**src/hw/rtl/tbc_pkg.sv**
```systemverilog
package tbc_pkg;

    // Defaults for the top-level parameters.
    localparam int MAX_BINS_DEF    = 16;
    localparam int LENGTH_BITS_DEF = 32;

    // Fixed port widths.
    localparam int LEN_PORT_W = 32;
    localparam int SLOT_W     = 5;
    localparam int CFG_W      = 5;
    localparam int INDEX_W    = 12;
    localparam int STATUS_W   = 2;

    // Reset value of the bins-in-use register.
    localparam logic [CFG_W-1:0] BINS_RESET = 5'd16;

    // Item function codes.
    localparam logic FUNC_LOAD     = 1'b0;
    localparam logic FUNC_CLASSIFY = 1'b1;

    // Result status codes.
    typedef enum logic [STATUS_W-1:0] {
        ST_OK     = 2'd0,
        ST_DEGEN  = 2'd1,
        ST_NO_BIN = 2'd2
    } t_status;

    // Edge table write control.
    typedef struct packed {
        logic              we;
        logic [SLOT_W-1:0] slot;
    } t_edge_wr;

endpackage

```
**src/hw/rtl/tbc_bin_lookup.sv**
```systemverilog
module tbc_bin_lookup #(
    parameter int MAX_BINS    = tbc_pkg::MAX_BINS_DEF,
    parameter int LENGTH_BITS = tbc_pkg::LENGTH_BITS_DEF,
    localparam int BIN_W      = (MAX_BINS > 1) ? $clog2(MAX_BINS) : 1
) (
    input  logic                              i_clk,
    input  tbc_pkg::t_edge_wr                 i_wr,
    input  logic [LENGTH_BITS-1:0]            i_wr_value,
    input  logic [2:0][LENGTH_BITS-1:0]       i_len,
    input  logic [tbc_pkg::CFG_W-1:0]         i_bins,
    output logic [2:0]                        o_found,
    output logic [2:0][BIN_W-1:0]             o_idx
);

    logic [LENGTH_BITS-1:0]    r_edge [MAX_BINS+1];
    logic [2:0][MAX_BINS-1:0]  n_hit;
    logic [2:0][MAX_BINS-1:0]  r_hit;
    logic [2:0]                n_found;
    logic [2:0][BIN_W-1:0]     n_idx;
    logic [2:0]                r_found;
    logic [2:0][BIN_W-1:0]     r_idx;

    // The compares run against the table into r_hit, and the highest hit is
    // encoded from r_hit into r_found and r_idx. A table write lands at the
    // edge where its own transaction passes the compare stage: after the item
    // ahead of it has compared and before the item behind it does, so items
    // see the table in transaction order.
    always_ff @(posedge i_clk) begin
        for (int i = 0; i <= MAX_BINS; i++) begin
            if (i_wr.we && (int'(i_wr.slot) == i)) begin
                r_edge[i] <= i_wr_value;
            end
        end
    end

    always_comb begin
        for (int l = 0; l < 3; l++) begin
            for (int i = 0; i < MAX_BINS; i++) begin
                n_hit[l][i] = (i < int'(i_bins)) && (i_len[l] >= r_edge[i])
                              && (i_len[l] < r_edge[i+1]);
            end
        end
    end

    // The highest matching bin wins.
    always_comb begin
        for (int l = 0; l < 3; l++) begin
            n_found[l] = 1'b0;
            n_idx[l]   = '0;
            for (int i = 0; i < MAX_BINS; i++) begin
                if (r_hit[l][i]) begin
                    n_found[l] = 1'b1;
                    n_idx[l]   = BIN_W'(i);
                end
            end
        end
    end

    always_ff @(posedge i_clk) begin
        r_hit   <= n_hit;
        r_found <= n_found;
        r_idx   <= n_idx;
    end

    assign o_found = r_found;
    assign o_idx   = r_idx;

endmodule

```
**config.mk**
```make
export PLATFORM = sky130hd
export DESIGN_NAME = tbc_bin_lookup
export DESIGN_NICKNAME = d
export VERILOG_FILES = /design/src/hw/rtl/tbc_pkg.sv /design/src/hw/rtl/tbc_bin_lookup.sv
export SDC_FILE = /design/constraint.sdc
export NUM_CORES = 2
export LEC_CHECK = 0
export BUFFER_PORTS_ARGS = -buffer_cell sky130_fd_sc_hd__buf_4
export CAP_MARGIN = 0
export CORE_ASPECT_RATIO = 0.9
export CORE_MARGIN = 2
export CORE_UTILIZATION = 65
export DETAILED_ROUTE_END_ITERATION = 8
export PLACE_DENSITY = 0.83
export SLEW_MARGIN = 20
export SYNTH_ARGS = -nofsm -noshare
export SYNTH_HDL_FRONTEND = slang
export SYNTH_SLANG_ARGS = --single-unit
```
**constraint.sdc**
```tcl
create_clock -name i_clk -period 3.85 [get_ports i_clk]
set_input_delay 0.77 -clock i_clk [delete_from_list [all_inputs] [get_ports i_clk]]
set_output_delay 0.77 -clock i_clk [all_outputs]
set_load 0.1 [all_outputs]
```
After elaboration in Yosys (flattened, before gate mapping)
Memory sizes are Yosys's and may differ from the RTL's.
Index checks and enable logic that the tools add are counted.
{"block": "word_totals", "reg_bits": 63, "ram_bits": 544, "in_bits": 140, "output_inout_bits": 15, "word_cells": 416, "memories": 1}
{"name": "r_edge", "words": 17, "word_bits": 32, "rd": 17, "rd_clocked_by_memory_dff": 0, "write_ports": 1, "line_no": "tbc_bin_lookup.sv:15", "source": "logic [LENGTH_BITS-1:0] r_edge [MAX_BINS+1];"}
{"block": "op_classes", "order_cmp": 112, "eq_ne": 16, "muxes": 127, "n_reduce_logical": 142}
{"op": "32-bit greater-or-equal comparator", "count": 48}
{"op": "32-bit < comparator", "count": 48}
{"op": "32-bit 2-to-1 mux", "count": 16}
{"op": "32-bit OR reduction", "count": 16}
{"op": "1-bit logical AND", "count": 113}
{"op": "5-bit 2-to-1 mux", "count": 16}
{"op": "4-bit 2-to-1 mux", "count": 18}
{"op": "1-bit 2-to-1 mux", "count": 59}
{"op": "5-bit equality test (second input constant)", "count": 9}
{"op": "15-bit OR reduction", "count": 3}
{"op": "4-bit by 5-bit < comparator with 1-bit output (first input constant)", "count": 8}
{"op": "3-bit 2-to-1 mux", "count": 12}
{"op": "8-bit OR reduction", "count": 3}
{"op": "5-bit by 4-bit equality test with 1-bit output (second input constant)", "count": 4}
{"op": "3-bit by 5-bit < comparator with 1-bit output (first input constant)", "count": 4}
{"op": "2-bit 2-to-1 mux", "count": 6}
{"op": "4-bit OR reduction", "count": 3}
{"op": "5-bit by 3-bit equality test with 1-bit output (second input constant)", "count": 2}
{"op": "1-bit by 5-bit < comparator with 1-bit output (first input constant)", "count": 2}
{"op": "2-bit by 5-bit < comparator with 1-bit output (first input constant)", "count": 2}
{"op": "2-bit OR reduction", "count": 3}
{"op": "5-bit by 2-bit equality test with 1-bit output (second input constant)", "count": 1}
{"op": "5-bit zero test", "count": 1}

Longest topological paths before layout
{"block": "depth", "word_depth": 21, "mapped_depth": 9, "mapped_depth_nobuf": 9}

Worst setup path after synthesis
Ideal clock, no wire load.
{"block": "synth_path", "path_kind": "input port to flip-flop", "from": "input port i_wr[5] (netlist name)", "to": "memory r_edge[2][0] (netlist name) (enable)", "setup_time_ns": 0.421, "t_arrival_ns": 2.531, "required_time_ns": 3.429, "slack_ns": 0.898, "cell_stages": 3, "path_buffers": 0, "cell_sequence": "nor2b_1 nand3b_1 nor2_1"}
{"block": "synth_between", "elab_chain_cells": 20, "elab_cells_between_ends": 99, "cone_classes": "mux (66); reduce/logical (33)"}
{"element": "from (decl)", "line_no": "tbc_bin_lookup.sv:7", "source": "input tbc_pkg::t_edge_wr i_wr,"}
{"element": "1-bit logical AND", "line_no": "tbc_bin_lookup.sv:30", "source": "if (i_wr.we && (int'(i_wr.slot) == i)) begin"}
{"element": "1-bit 2-to-1 mux", "line_no": "tbc_bin_lookup.sv:30"}
{"element": "1-bit 2-to-1 mux (implied by the code)", "line_no": "tbc_bin_lookup.sv:31", "source": "r_edge[i] <= i_wr_value;"}
{"element": "32-bit OR reduction (no line)"}
{"element": "5-bit 2-to-1 mux (no line) / 1-bit 2-to-1 mux (equally long branches) (16 in a row)"}
{"element": "to (decl)", "line_no": "tbc_bin_lookup.sv:15"}
Parallel ways exist; a longest one is shown, timed or not.

==> results.yml <==
drt:
  finalWirelength_mm: 200.9
  via_count: 48497
  post_drt_wl_per_cell_um: 28.97
  ant_nets: 0
  via_per_inst: 6.993
  first_iter_violations: 5943
  drt_pass1_iterations: 7
  drc: 0
floorplanning:
  die-width_um: 310.8
  ios: 155
  core-area_um2: 84160
  rows: 101
  die_h_um: 280.2
  initial_core_util_pct: 65.44
  fp.dieArea_um2: 87080
synth:
  ys_seq_area_share_pct: 31.95
  syn_nets: 7210
  yosysWarnings: 0
  yosysUniqueCellTypes: 62
  synthFlopType: "edfxtp_1"
  yosys-top-cells-area: "ha_1 37%, edfxtp_1 30%, a21oi_1 5.4%, inv_1 3.9%, nand4_1 3.3%"
  postSynthCellCount: 5441
  syn_area_per_cell_um2: 10.12
  synth_top_area_share_pct: 37.01
  synth_area_um2: 55080
  synth-seq-cells: 607
  yosys.area.top_type: "ha_1"
  synth-edff-count: 544
  async_flop_share_pct: 0
pwr:
  swShare_pct: 30.85
  seqPwrFrac_pct: 40.5
  leakagePower_nw: 28.81
  ir_drop_mv: 0.3700
  clockPowerShare_pct: 38.9
  p_int_w: 0.01255
  netSwitchingPower_w: 0.005600
  power_frac_comb_pct: 20.5
  power_density_nw_per_um2: 298.7
setup_path:
  startpoint_type: "primary input"
  cp_slowest_stage_delay_ps: 830
  cp-end-kind: "flip-flop"
  critical_path_arrival_ps: 3930
  slowest_stage: "o41ai_2"
  cp_common_cell: "buf_4"
  worstPathRequired_ps: 4400
  critPathMaxFanout: 13
  path_class: "primary input to flip-flop"
  worstPathCellList: "buf_4 -> buf_4 -> ha_1 -> nand4_1 -> nor4_1 -> a21boi_1 -> o41ai_2 -> o2111ai_1 -> a211oi_1"
cells_and_area:
  mostFrequentLayoutCells: "1629 x ha_1, 596 x a21oi_1, 573 x inv_1"
  area_growth_pct: 10.36
  final_layout_size_suffix_gt1_share_pct: 6.277
  layout.cells.non_filler: 6935
  final_common_cell: "ha_1"
  final_nets: 7511
  fin_util_pct: 72.22
clock_tree:
  clk_latency_ps: 660
  cts_resized: 0
  clkTransAtPathRegs_ps: 60
  root_buffer: "clkbuf_16"
  cts_tree: "built"
  h-tree-depth: 3
  ctsHoldBuffers: 0
  cts_made_buffers: 72
  post_cts_buffers: 0
  cts.path.max_buffers: 3
  cts.sinks: 607
placed_design:
  hpwl_mm: 145.6
  dpl.cell_count: 6801
  gp_congestion: 1.018
  portBuffers: 154
sta:
  rsz0062_at_grt: "false"
  post-route-period-util_pct: 88.00
  period_minus_slack_ps: 3388
  fmax_ghz: 0.2952
  setup_violations: 0
  relSlewSlack_pct: 23.50
  finalMaxSlewViolations: 0
  worst_pin_slew_ps: 1133
  skew_ps: 18.61
  hold_viol_final: 0
global_route:
  grt_pass1_vias: 47163
  gr-usage-all-layers_pct: 45.24
  antenna_found_initial: 8
  gr-total-overflow: 0
  grt_pass1_wl_mm: 291.0
  grt_max_degree: 33
status:
  outcome: "finished clean"
min_path:
  min_path_type: "flip-flop to flip-flop"
flow_run:
  drv_cap: 0
-- worst max-delay path: cells and delay by family --
family / cells / cell delay [ps]
and+or+nand+nor: 2 / 270
AOI/OAI and AO/OA: 4 / 2060
adders and majority gates: 1 / 280
buffers and inverters: 2 / 520
-- synth_stat cells (62+ instances only) --
master and instances:
a211oi_1 106, a21o_1 243, a21oi_1 596, dfxtp_1 63, edfxtp_1 544, ha_1 1629
inv_1 573, nand2_1 305, nand3_1 110, nand4_1 292, nor2_1 205, nor2b_1 84
nor3_1 62, o21ai_0 203
-- cell type report --
| cell class | instances | area [µm²] |
|---|---|---|
| Clock inverter | 38 | 371.6 |
| Tap cell | 1133 | 1418 |
| Timing Repair Buffer | 231 | 1797 |
| Sequential cell | 607 | 17600 |
| Clock buffer | 93 | 1986 |
| Multi-Input combinational cell | 4257 | 35450 |
| Inverter | 573 | 2151 |
| Fill cell | 6152 | 23380 |
| Antenna cell | 3 | 7.507 |
-- metrics by stage --
| step | power (W) | setup WS (ps) | hold slack (ps) | cell area [µm²] | TNS [ps] |
|---|---|---|---|---|---|
| after floorplan | 0.009404 | 897.8 | 416.8 | 55080 | 0 |
| after global placement | 0.01085 | -378.4 | 466.2 | 58410 | -637.9 |
| after detailed placement | 0.01100 | 133.7 | 462.4 | 58420 | 0 |
| after CTS | 0.01793 | 754.6 | 470.8 | 60770 | 0 |
| after global routing | 0.01859 | 603.0 | 498.2 | 60770 | 0 |
| final | 0.01815 | 462.1 | 481.1 | 60780 | 0 |
-- worst paths after layout --
kind | from | endpoint | slack [ps] | depth (start not counted)
setup / recovery | i_len[11] | r_hit[8]$_DFF_P_ | 460 | 9
hold / removal | r_hit[31]$_DFF_P_ | o_idx[5]$_SDFF_PP1_ | 480 | 2
setup reg to reg | r_edge[2][45]$_DFFE_PP_ | r_hit[8]$_DFF_P_ | 570 | 8
hold reg to reg | r_hit[31]$_DFF_P_ | o_idx[5]$_SDFF_PP1_ | 480 | 2
-- registers in the layout, indices dropped and copies added, names as in the netlist --
register and cells:
o_found 3, o_idx 12, r_edge 544, r_hit 48
-- power groups by stage --
stage	logic, W	clock network [W]	registers [W]
global route	0.00397	0.00725	0.00737
CTS	0.00354	0.00703	0.00736
detailed placement	0.00350	0	0.00749
floorplan	0.00172	0	0.00768
global placement	0.00336	0	0.00749
finish	0.00373	0.00707	0.00736
-- per-layer routing --
metal / part of all wire, % / vias up / track usage, %
li1: - / 21550 / -
met1: 37 / 22587 / 57.20
met2: 40 / 3427 / 65.63
met3: 14 / 929 / 13.60
met4: 8.8 / 4 / 33.16
met5: 0.013 / - / 0
-- cell families (layout without fill, tap and decap cells) --
logic type	Yosys count	in the layout	share of synthesized area, %
AOI/OAI and AO/OA	1407	1407	15.76
adders and majority gates	1629	1629	37.01
buffers and inverters	577	935	3.932
DFF	607	607	31.95
other	0	3	0
and+or+nand+nor	1221	1221	11.35
Power figures use the tool's default switching activity.
